===== src/can_tx_queue_with_timeout_macros.svh =====
// Assertion macros for the CAN transmit queue
`ifndef CAN_TX_QUEUE_WITH_TIMEOUT_MACROS_SVH
`define CAN_TX_QUEUE_WITH_TIMEOUT_MACROS_SVH
`ifndef ASSERT_OFF
`define CTQ_ASSERT_IMPL(label, clk, rst_n, prop, msg) \
    label: assert property (@(posedge clk) disable iff (!rst_n) prop) else $error(msg);
`define CTQ_ASSERT_NEVER(label, clk, rst_n, cond, msg) \
    label: assert property (@(posedge clk) disable iff (!rst_n) !(cond)) else $error(msg);
`else
`define CTQ_ASSERT_IMPL(label, clk, rst_n, prop, msg)
`define CTQ_ASSERT_NEVER(label, clk, rst_n, cond, msg)
`endif
`endif


===== src/ctq_pkg.sv =====
// Shared types and constants for the CAN transmit queue
`default_nettype none
package ctq_pkg;
    localparam logic [2:0] OP_ENQ = 3'd0;
    localparam logic [2:0] OP_TICK = 3'd1;
    localparam logic [2:0] OP_DONE = 3'd2;
    localparam logic [2:0] OP_ERR = 3'd3;
    localparam logic [2:0] OP_RREQ = 3'd4;
    localparam logic [2:0] OP_RREP = 3'd5;

    localparam logic [2:0] ACT_START = 3'd0;
    localparam logic [2:0] ACT_ABORT = 3'd1;
    localparam logic [2:0] ACT_RAISE = 3'd2;
    localparam logic [2:0] ACT_ENQ = 3'd3;
    localparam logic [2:0] ACT_DROP = 3'd4;

    localparam logic [1:0] REG_ID_HIGH = 2'd0;
    localparam logic [1:0] REG_ID_LOW = 2'd1;
    localparam logic [1:0] REG_HIKE = 2'd2;
    localparam logic [1:0] REG_TIMEOUT = 2'd3;

    localparam logic [15:0] HIKE_RESET = 16'd750;
    localparam logic [15:0] TIMEOUT_RESET = 16'd1000;
    localparam logic [7:0] PRIO_BITS = 8'hC0;

    typedef enum logic [2:0] {
        ST_IDLE,
        ST_READ,
        ST_EXEC,
        ST_OUT
    } state_t;

    typedef enum logic [2:0] {
        STEP_ENQ,
        STEP_CHECK,
        STEP_START,
        STEP_DONE,
        STEP_ERR,
        STEP_REMOTE,
        STEP_NONE
    } step_t;

    typedef struct packed {
        logic  load;
        logic  exec;
        step_t step;
        logic [1:0] idx;
    } ctq_cmd_t;

    typedef struct packed {
        logic  emit;
        logic  more;
    } ctq_sts_t;
endpackage
`default_nettype wire


===== src/ctq_ram.sv =====
// Generic RAM with one write port, one read port and registered read
`default_nettype none
module ctq_ram #(
    parameter int WIDTH = 64,
    parameter int DEPTH = 16
) (
    input  wire logic                     clk,
    input  wire logic                     we,
    input  wire logic [$clog2(DEPTH)-1:0] waddr,
    input  wire logic [WIDTH-1:0]         wdata,
    input  wire logic [$clog2(DEPTH)-1:0] raddr,
    output logic      [WIDTH-1:0]         rdata
);
    logic [WIDTH-1:0] mem [DEPTH];

    always_ff @(posedge clk)
    begin
        if (we)
        begin
            mem[waddr] <= wdata;
        end
        rdata <= mem[raddr];
    end
endmodule
`default_nettype wire


===== src/ctq_ctrl.sv =====
// Sequencer that steps one input word through its results
`default_nettype none
module ctq_ctrl (
    input  wire logic             clk,
    input  wire logic             rst_n,
    input  wire logic             in_valid,
    output logic                  in_ready,
    input  wire logic [2:0]       opcode,
    output logic                  out_valid,
    input  wire logic             out_ready,
    output logic                  out_last,
    output ctq_pkg::ctq_cmd_t     cmd,
    input  wire ctq_pkg::ctq_sts_t sts
);
    ctq_pkg::state_t state_reg, state_next;
    ctq_pkg::step_t  step_reg, step_next;
    logic [1:0] idx_reg, idx_next;
    logic [2:0] op_reg, op_next;
    logic       last_next;

    always_ff @(posedge clk or negedge rst_n)
    begin
        if (!rst_n)
        begin
            state_reg <= ctq_pkg::ST_IDLE;
            step_reg  <= ctq_pkg::STEP_NONE;
            idx_reg   <= 2'd0;
            op_reg    <= 3'd0;
            out_last  <= 1'b0;
        end
        else
        begin
            state_reg <= state_next;
            step_reg  <= step_next;
            idx_reg   <= idx_next;
            op_reg    <= op_next;
            if (cmd.exec && sts.emit)
            begin
                out_last <= !sts.more;
            end
        end
    end

    // choose the step that follows the current one
    always_comb
    begin
        state_next = state_reg;
        step_next  = step_reg;
        idx_next   = idx_reg;
        op_next    = op_reg;
        last_next  = 1'b1;
        case (state_reg)
            ctq_pkg::ST_IDLE:
            begin
                if (in_valid)
                begin
                    op_next    = opcode;
                    idx_next   = 2'd0;
                    state_next = ctq_pkg::ST_READ;
                    case (opcode)
                        ctq_pkg::OP_ENQ:  step_next = ctq_pkg::STEP_ENQ;
                        ctq_pkg::OP_TICK: step_next = ctq_pkg::STEP_CHECK;
                        ctq_pkg::OP_DONE: step_next = ctq_pkg::STEP_DONE;
                        ctq_pkg::OP_ERR:  step_next = ctq_pkg::STEP_ERR;
                        ctq_pkg::OP_RREQ: step_next = ctq_pkg::STEP_REMOTE;
                        ctq_pkg::OP_RREP: step_next = ctq_pkg::STEP_REMOTE;
                        default:
                        begin
                            step_next  = ctq_pkg::STEP_NONE;
                            state_next = ctq_pkg::ST_IDLE;
                        end
                    endcase
                end
            end
            ctq_pkg::ST_READ:
            begin
                state_next = ctq_pkg::ST_EXEC;
            end
            ctq_pkg::ST_EXEC:
            begin
                case (step_reg)
                    ctq_pkg::STEP_CHECK:
                    begin
                        if (idx_reg == 2'd0)
                        begin
                            step_next = ctq_pkg::STEP_START;
                        end
                        else
                        begin
                            idx_next = idx_reg + 2'd1;
                        end
                        last_next = (idx_reg == 2'd2);
                    end
                    ctq_pkg::STEP_START:
                    begin
                        step_next = ctq_pkg::STEP_CHECK;
                        idx_next  = 2'd1;
                        last_next = 1'b0;
                    end
                    ctq_pkg::STEP_ERR:
                    begin
                        idx_next  = idx_reg + 2'd1;
                        last_next = (idx_reg == 2'd2);
                    end
                    default:
                    begin
                        last_next = 1'b1;
                    end
                endcase
                if (sts.emit)
                begin
                    state_next = ctq_pkg::ST_OUT;
                end
                else if (last_next)
                begin
                    state_next = ctq_pkg::ST_IDLE;
                end
                else
                begin
                    state_next = ctq_pkg::ST_READ;
                end
                if (sts.emit && last_next)
                begin
                    step_next = ctq_pkg::STEP_NONE;
                end
            end
            ctq_pkg::ST_OUT:
            begin
                if (out_ready)
                begin
                    state_next = (step_reg == ctq_pkg::STEP_NONE) ?
                                 ctq_pkg::ST_IDLE : ctq_pkg::ST_READ;
                end
            end
            default:
            begin
                state_next = ctq_pkg::ST_IDLE;
            end
        endcase
    end

    // drive handshake and datapath commands
    always_comb
    begin
        in_ready  = (state_reg == ctq_pkg::ST_IDLE);
        out_valid = (state_reg == ctq_pkg::ST_OUT);
        cmd.load  = (state_reg == ctq_pkg::ST_IDLE) && in_valid;
        cmd.exec  = (state_reg == ctq_pkg::ST_EXEC);
        cmd.step  = step_reg;
        cmd.idx   = idx_reg;
        if (op_reg == ctq_pkg::OP_RREP && step_reg == ctq_pkg::STEP_REMOTE)
        begin
            cmd.idx = 2'd2;
        end
        else if (step_reg == ctq_pkg::STEP_REMOTE)
        begin
            cmd.idx = 2'd1;
        end
    end
endmodule
`default_nettype wire


===== src/ctq_dp.sv =====
// Queue, buffer timers and result register
`default_nettype none
module ctq_dp #(
    parameter int QUEUE_DEPTH = 16
) (
    input  wire logic               clk,
    input  wire logic               rst_n,
    input  wire logic               cfg_we,
    input  wire logic [1:0]         cfg_index,
    input  wire logic [15:0]        cfg_data,
    input  wire logic [2:0]         buffer_mask,
    input  wire logic [63:0]        message_bytes,
    input  wire ctq_pkg::ctq_cmd_t  cmd,
    output ctq_pkg::ctq_sts_t       sts,
    output logic [2:0]              action,
    output logic [1:0]              buffer,
    output logic [7:0]              frame_id_high,
    output logic [7:0]              frame_id_low,
    output logic [3:0]              length,
    output logic                    remote_flag,
    output logic [63:0]             frame_data,
    output logic [4:0]              queue_level
);
    localparam int AW = $clog2(QUEUE_DEPTH);
    localparam int PW = AW + 1;
    localparam int LW = $clog2(QUEUE_DEPTH + 1);

    logic [7:0]  id_high_reg, id_low_reg;
    logic [15:0] hike_reg, timeout_reg, ms_reg;
    logic [PW-1:0] head_reg, tail_reg;
    logic [2:0]  pend_reg;
    logic [15:0] st_reg [3];
    logic [7:0]  bid_reg [3];
    logic [2:0]  mask_reg;
    logic [63:0] msg_reg;
    logic [63:0] rdata;
    logic [PW-1:0] lvl, lvl_after;
    logic        full, nonempty;
    logic        first_chk;
    logic [15:0] ms_eff;
    logic [15:0] age, age1, age2;
    logic        fire1, fire2, start_will, more;
    logic        emit;
    logic [2:0]  act;
    logic [7:0]  idh;
    logic [3:0]  len;
    logic [63:0] dat;
    logic        rem;
    logic        enq_we;

    assign lvl      = tail_reg - head_reg;
    assign full     = (lvl == PW'(QUEUE_DEPTH));
    assign nonempty = (lvl != '0);
    assign enq_we   = cmd.exec && (cmd.step == ctq_pkg::STEP_ENQ) && !full;
    // the first tick check sees the advanced count
    assign first_chk = (cmd.step == ctq_pkg::STEP_CHECK) && (cmd.idx == 2'd0);
    assign ms_eff   = ms_reg + {15'd0, first_chk};
    assign age      = ms_eff - st_reg[cmd.idx];
    assign age1     = ms_eff - st_reg[1];
    assign age2     = ms_eff - st_reg[2];
    assign fire1    = pend_reg[1] &&
                      ((((bid_reg[1] & ctq_pkg::PRIO_BITS) != 8'd0) && age1 >= hike_reg) ||
                       age1 >= timeout_reg);
    assign fire2    = pend_reg[2] &&
                      ((((bid_reg[2] & ctq_pkg::PRIO_BITS) != 8'd0) && age2 >= hike_reg) ||
                       age2 >= timeout_reg);
    assign start_will = nonempty && (!pend_reg[0] || (emit && act == ctq_pkg::ACT_ABORT));
    assign sts.emit = emit;
    assign sts.more = more;

    ctq_ram #(.WIDTH(64), .DEPTH(QUEUE_DEPTH)) u_ram (
        .clk   (clk),
        .we    (enq_we),
        .waddr (tail_reg[AW-1:0]),
        .wdata (msg_reg),
        .raddr (head_reg[AW-1:0]),
        .rdata (rdata)
    );

    always_comb
    begin
        emit = 1'b0;
        act  = ctq_pkg::ACT_ENQ;
        idh  = 8'd0;
        len  = 4'd0;
        dat  = 64'd0;
        rem  = 1'b0;
        case (cmd.step)
            ctq_pkg::STEP_ENQ:
            begin
                emit = 1'b1;
                act  = full ? ctq_pkg::ACT_DROP : ctq_pkg::ACT_ENQ;
            end
            ctq_pkg::STEP_CHECK:
            begin
                idh = bid_reg[cmd.idx];
                if (pend_reg[cmd.idx])
                begin
                    if (((bid_reg[cmd.idx] & ctq_pkg::PRIO_BITS) != 8'd0) && age >= hike_reg)
                    begin
                        emit = 1'b1;
                        act  = ctq_pkg::ACT_RAISE;
                        idh  = bid_reg[cmd.idx] & ~ctq_pkg::PRIO_BITS;
                    end
                    else if (age >= timeout_reg)
                    begin
                        emit = 1'b1;
                        act  = ctq_pkg::ACT_ABORT;
                    end
                end
            end
            ctq_pkg::STEP_START, ctq_pkg::STEP_DONE:
            begin
                idh  = id_high_reg;
                len  = {1'b0, rdata[7:5]} + 4'd1;
                act  = ctq_pkg::ACT_START;
                emit = nonempty && (cmd.step == ctq_pkg::STEP_DONE ? mask_reg[0] : !pend_reg[0]);
                for (int b = 0; b < 8; b++)
                begin
                    dat[8*b +: 8] = (4'(b) < len) ? rdata[8*b +: 8] : 8'd0;
                end
            end
            ctq_pkg::STEP_ERR:
            begin
                idh  = bid_reg[cmd.idx];
                act  = ctq_pkg::ACT_ABORT;
                emit = mask_reg[cmd.idx] && pend_reg[cmd.idx];
            end
            ctq_pkg::STEP_REMOTE:
            begin
                idh  = id_high_reg;
                act  = ctq_pkg::ACT_START;
                emit = 1'b1;
                rem  = (cmd.idx == 2'd1);
            end
            default:
            begin
                emit = 1'b0;
            end
        endcase
    end

    // look ahead for a later result of the same word
    always_comb
    begin
        more = 1'b0;
        case (cmd.step)
            ctq_pkg::STEP_CHECK:
            begin
                if (cmd.idx == 2'd0)
                begin
                    more = start_will || fire1 || fire2;
                end
                else if (cmd.idx == 2'd1)
                begin
                    more = fire2;
                end
            end
            ctq_pkg::STEP_START:
            begin
                more = fire1 || fire2;
            end
            ctq_pkg::STEP_ERR:
            begin
                if (cmd.idx == 2'd0)
                begin
                    more = |(mask_reg[2:1] & pend_reg[2:1]);
                end
                else if (cmd.idx == 2'd1)
                begin
                    more = mask_reg[2] && pend_reg[2];
                end
            end
            default:
            begin
                more = 1'b0;
            end
        endcase
    end

    always_comb
    begin
        lvl_after = lvl;
        if (enq_we)
        begin
            lvl_after = lvl + PW'(1);
        end
        else if (emit && act == ctq_pkg::ACT_START &&
                 (cmd.step == ctq_pkg::STEP_START || cmd.step == ctq_pkg::STEP_DONE))
        begin
            lvl_after = lvl - PW'(1);
        end
    end

    always_ff @(posedge clk or negedge rst_n)
    begin
        if (!rst_n)
        begin
            id_high_reg <= 8'd0;
            id_low_reg  <= 8'd0;
            hike_reg    <= ctq_pkg::HIKE_RESET;
            timeout_reg <= ctq_pkg::TIMEOUT_RESET;
            ms_reg      <= 16'd0;
            head_reg    <= '0;
            tail_reg    <= '0;
            pend_reg    <= 3'd0;
            for (int i = 0; i < 3; i++)
            begin
                st_reg[i]  <= 16'd0;
                bid_reg[i] <= 8'd0;
            end
        end
        else
        begin
            if (cfg_we)
            begin
                case (cfg_index)
                    ctq_pkg::REG_ID_HIGH: id_high_reg <= cfg_data[7:0];
                    ctq_pkg::REG_ID_LOW:  id_low_reg  <= cfg_data[7:0];
                    ctq_pkg::REG_HIKE:    hike_reg    <= cfg_data;
                    ctq_pkg::REG_TIMEOUT: timeout_reg <= cfg_data;
                    default:              hike_reg    <= hike_reg;
                endcase
            end
            if (cmd.exec && first_chk)
            begin
                ms_reg <= ms_eff;
            end
            if (enq_we)
            begin
                tail_reg <= tail_reg + PW'(1);
            end
            if (cmd.exec && emit)
            begin
                case (cmd.step)
                    ctq_pkg::STEP_CHECK:
                    begin
                        if (act == ctq_pkg::ACT_RAISE)
                        begin
                            bid_reg[cmd.idx] <= idh;
                        end
                        else
                        begin
                            pend_reg[cmd.idx] <= 1'b0;
                        end
                    end
                    ctq_pkg::STEP_START:
                    begin
                        head_reg    <= head_reg + PW'(1);
                        pend_reg[0] <= 1'b1;
                        st_reg[0]   <= ms_reg;
                        bid_reg[0]  <= id_high_reg;
                    end
                    ctq_pkg::STEP_DONE:
                    begin
                        head_reg    <= head_reg + PW'(1);
                        st_reg[0]   <= ms_reg;
                        bid_reg[0]  <= id_high_reg;
                    end
                    ctq_pkg::STEP_ERR:
                    begin
                        pend_reg[cmd.idx] <= 1'b0;
                    end
                    ctq_pkg::STEP_REMOTE:
                    begin
                        pend_reg[cmd.idx] <= 1'b1;
                        st_reg[cmd.idx]   <= ms_reg;
                        bid_reg[cmd.idx]  <= id_high_reg;
                    end
                    default:
                    begin
                        pend_reg <= pend_reg;
                    end
                endcase
            end
            if (cmd.exec && cmd.step == ctq_pkg::STEP_DONE)
            begin
                pend_reg <= (pend_reg & ~mask_reg) | {2'b00, emit};
            end
        end
    end

    always_ff @(posedge clk)
    begin
        if (cmd.load)
        begin
            mask_reg <= buffer_mask;
            msg_reg  <= message_bytes;
        end
        if (cmd.exec && emit)
        begin
            action        <= act;
            buffer        <= (cmd.step == ctq_pkg::STEP_ENQ) ? 2'd0 : cmd.idx;
            frame_id_high <= idh;
            frame_id_low  <= (cmd.step == ctq_pkg::STEP_ENQ) ? 8'd0 : id_low_reg;
            length        <= len;
            remote_flag   <= rem;
            frame_data    <= dat;
            queue_level   <= 5'(LW'(lvl_after));
        end
    end
endmodule
`default_nettype wire


===== src/can_tx_queue_with_timeout.sv =====
// Top level of the CAN transmit queue with timeout
// After an input word is accepted, the read and execute states come before its first result word.
// Each further result passes through the read and execute states again and can be held by output stall;
// a step with no result skips the output state. A tick gives at most four results.
// Reset clears pointers, timers, pending flags and configuration registers to their defaults.
`default_nettype none
`include "can_tx_queue_with_timeout_macros.svh"
module can_tx_queue_with_timeout #(
    parameter int QUEUE_DEPTH = 16
) (
    input  wire logic        clk,
    input  wire logic        rst_n,
    input  wire logic        cfg_we,
    input  wire logic [1:0]  cfg_index,
    input  wire logic [15:0] cfg_data,
    input  wire logic        in_valid,
    output logic             in_ready,
    input  wire logic [2:0]  opcode,
    input  wire logic [2:0]  buffer_mask,
    input  wire logic [63:0] message_bytes,
    output logic             out_valid,
    input  wire logic        out_ready,
    output logic [2:0]       action,
    output logic [1:0]       buffer,
    output logic [7:0]       frame_id_high,
    output logic [7:0]       frame_id_low,
    output logic [3:0]       length,
    output logic             remote_flag,
    output logic [63:0]      frame_data,
    output logic [4:0]       queue_level,
    output logic             last
);
    ctq_pkg::ctq_cmd_t cmd;
    ctq_pkg::ctq_sts_t sts;

    ctq_ctrl u_ctrl (
        .clk       (clk),
        .rst_n     (rst_n),
        .in_valid  (in_valid),
        .in_ready  (in_ready),
        .opcode    (opcode),
        .out_valid (out_valid),
        .out_ready (out_ready),
        .out_last  (last),
        .cmd       (cmd),
        .sts       (sts)
    );

    ctq_dp #(.QUEUE_DEPTH(QUEUE_DEPTH)) u_dp (
        .clk           (clk),
        .rst_n         (rst_n),
        .cfg_we        (cfg_we),
        .cfg_index     (cfg_index),
        .cfg_data      (cfg_data),
        .buffer_mask   (buffer_mask),
        .message_bytes (message_bytes),
        .cmd           (cmd),
        .sts           (sts),
        .action        (action),
        .buffer        (buffer),
        .frame_id_high (frame_id_high),
        .frame_id_low  (frame_id_low),
        .length        (length),
        .remote_flag   (remote_flag),
        .frame_data    (frame_data),
        .queue_level   (queue_level)
    );

    `CTQ_ASSERT_NEVER(a_no_overlap, clk, rst_n, in_ready && out_valid, "input taken during output")
    `CTQ_ASSERT_NEVER(a_level_range, clk, rst_n, out_valid && queue_level > 5'(QUEUE_DEPTH), "level overflow")
    `CTQ_ASSERT_IMPL(a_out_hold, clk, rst_n, out_valid && !out_ready |=> out_valid, "output dropped")
endmodule
`default_nettype wire

===== config.mk =====
export PLATFORM = sky130hd
export DESIGN_NAME = can_tx_queue_with_timeout
export DESIGN_NICKNAME = d
export VERILOG_FILES = /design/src/ctq_pkg.sv /design/src/ctq_ram.sv /design/src/ctq_ctrl.sv /design/src/ctq_dp.sv /design/src/can_tx_queue_with_timeout.sv
export VERILOG_INCLUDE_DIRS = /design/src /design/src/src
export SDC_FILE = /design/constraint.sdc
export NUM_CORES = 2
export LEC_CHECK = 0
export BUFFER_PORTS_ARGS = -buffer_cell sky130_fd_sc_hd__buf_2
export CAP_MARGIN = 20
export CORE_UTILIZATION = 61
export CTS_CLUSTER_SIZE = 24
export DETAILED_ROUTE_END_ITERATION = 8
export GPL_ROUTABILITY_DRIVEN = 0
export GPL_TIMING_DRIVEN = 0
export PLACE_DENSITY = 0.79
export SYNTH_ARGS = -nofsm -noshare
export SYNTH_HDL_FRONTEND = slang
export SYNTH_SLANG_ARGS = --single-unit

===== constraint.sdc =====
create_clock -name clk -period 22.3 [get_ports clk]
set_input_delay 1.115 -clock clk [delete_from_list [all_inputs] [get_ports clk]]
set_output_delay 1.115 -clock clk [all_outputs]
set_load 0.05 [all_outputs]

==> metrics.yaml <==
status: "complete, no violations"
wl_per_cell_um: 32.7
core-area_um2: 93300
antenna_found_initial: 3
dp_hpwl_mm: 93.9
cts_num_sinks: 1410
setup_tns_ps: 0
dieHeight_um: 309
track_usage: 0.331
drv_cap: 0
rows: 112
viasPerCell: 6.83
crit_type: "flop to flop"
timing.rr.end: "u_dp.bid_reg[8]"
drt_iter0_drc: 5173
ant_nets: 0
drive_gt1_frac: 0.265
largest_reg_flops: 1024
synth.ff_latch_count: 1410
worstPathRequired_ps: 22950
hold_viol_final: 0
rsz0062_at_grt: "false"
layoutNonFillerInstCount: 4884
peakVddDrop_uv: 96.6
reg2reg_depth: 34
rr_startpoint: "u_ctrl.step_reg[1]"
final_cell_area_um2: 66300
avgSynthCellArea_um2: 18.7
synthXorXnorAreaFrac: 0.0155
cts_resized: 0
grt_overflow_total: 0
hold_buffers: 0
path_clk_slew_ps: 60
synthFlopType: "edfxtp_1"
numCtsBuffers: 139
clk_path_buf_depth: 3
slew_headroom: 0.239
grt_pass1_vias: 33851
io_buffer_count: 190
start_util: 0.616
regMostFlops: "u_dp.u_ram.mem"
die_w_um: 309
period_share: 0.431
end_kind: "flop"
ys.warnings.count: 0
clock_latency_ps: 770
first_pass_iters: 9
tightestPinTransition_ps: 1140
powerDensity_nw_per_um2: 126
area_growth_pct: 15.4
cts_tree: "built"
p_leak_nw: 23.2
period_minus_slack_ps: 9620
cts-root-buf: "clkbuf_16"
r2r_setup_slack_ps: 12680
synth_compound_area_frac: 0.0436
route.detailed.drc: 0
die-area_um2: 95400
setup_viol: 0
synthCells: 3080
vias: 33369
worst_clock_skew_ps: 40.7
synthArstFlopShare: 0.113
most-common-layout-cells: "edfxtp_1 (1186), mux4_2 (320), buf_2 (199)"
fmax_ghz: 0.104
synth_area_um2: 57500
synth_seq_area_share: 0.712
yosys.area_share.simple: 0.0367
io_pins: 191
drv_slew: 0
synth_top_family_by_area: "multiplexers"
critPathSlowestCell: "a311oi_2"
synthAdderAreaFrac: 0.0352
hold_class: "input port to asynchronous set/reset pin"
grt_pass1_wl_mm: 224
grt_max_degree: 96
postPlaceCellArea_um2: 61500
synth_edf_count: 1186
synth_cell_types: 85
htree_levels: 4
crit_fanout: 74
arrival_ps: 10270
nets: 3763
dp_cells: 4606
cp-start-kind: "flop"
fill_cells: 5357
final_common_cell: "edfxtp_1"
synth_nets: 3329
synthMuxAreaShare: 0.142
slowest_delay_ps: 600
wirelength_mm: 159
post_cts_buffers: 0
stage by stage:
stage / hold slack (ps) / util / setup WS (ps) / power [mW]
floorplan: 456 / - / 14280 / 5.07
global placement: 471 / 0.643 / 6990 / 5.75
detailed placement: 473 / 0.659 / 12940 / 5.88
CTS: 353 / 0.708 / 12840 / 8.25
global route: 388 / 0.711 / 12190 / 8.61
finish: 366 / 0.711 / 12680 / 8.36
cells by family after synthesis:
logic type	Yosys count
AOI/OAI and AO/OA	364
xor gates and xnor gates	101
muxes	406
buffers and inverters	222
and+or+nand+nor	417
DFF	1410
adders and majority gates	160
power breakdown:
group | total (mW) | switching, mW | internal (mW)
clock | 2.36 | 1.05 | 1.31
sequential | 3.39 | 0.194 | 3.20
combinational | 2.60 | 1.57 | 1.03
worst max-delay path, delay by kind of cell, from the launching register on:
family                   cells  cell delay (ps)
AO/OA/AOI/OAI               16             3760
XOR/XNOR                     1              300
adder cells (fa/ha/maj)      3             1140
buffers and inverters        6             1590
flip-flops                   1              580
AND/OR/NAND/NOR              8             2080
worst max-delay path by stage:
stage	start	end	slack, ps
5_1_grt	u_ctrl.step_reg[1]	u_dp.bid_reg[8]	12190
6_report	u_ctrl.step_reg[1]	u_dp.bid_reg[8]	12680
2_1_floorplan	u_dp.head_reg[1]	u_dp.u_ram.mem[0][0]	14280
3_5_place_dp	u_ctrl.step_reg[1]	u_dp.bid_reg[5]	12940
4_1_cts	u_ctrl.step_reg[1]	u_dp.bid_reg[8]	12840
3_3_place_gp	u_dp.head_reg[1]	u_dp.u_ram.mem[0][41]	6990
cells in the mapped netlist (all sizes together), types with 43 or more instances:
library cell | instances | area share
dfrtp | 145 | 0.063
xnor2 | 70 | 0.011
dfxtp | 64 | 0.022
mux4 | 320 | 0.13
edfxtp | 1186 | 0.62
inv | 92 | 0.0060
a21o | 45 | 0.0059
nor2 | 97 | 0.0064
ha | 152 | 0.033
nor2b | 43 | 0.0047
nand2 | 102 | 0.0067
clkbuf | 87 | 0.0057
a21oi | 64 | 0.0056
mux2 | 82 | 0.016
o21ai | 87 | 0.0078
routing by layer:
| metal | global-route usage | wire length, um | vias to the layer above |
|---|---|---|---|
| met1 | 0.422 | 54600 | 16829 |
| met3 | 0.0625 | 17000 | 510 |
| li1 | - | - | 13201 |
| met4 | 0.166 | 7960 | 4 |
| met2 | 0.548 | 79900 | 2825 |
| met5 | 0 | 20 | - |
final cells by class:
type | instances | area [um2] | area share
Timing Repair Buffer | 293 | 2650 | 0.0400
Antenna cell | 1 | 2.50 | 0.0000377
Tap cell | 1254 | 1570 | 0.0237
Buffer | 129 | 509 | 0.00768
Clock buffer | 176 | 3760 | 0.0567
Sequential cell | 1410 | 40900 | 0.617
Inverter | 93 | 354 | 0.00534
Clock inverter | 80 | 762 | 0.0115
Multi-Input combinational cell | 1448 | 15800 | 0.238
Power figures use the tool's default switching activity.
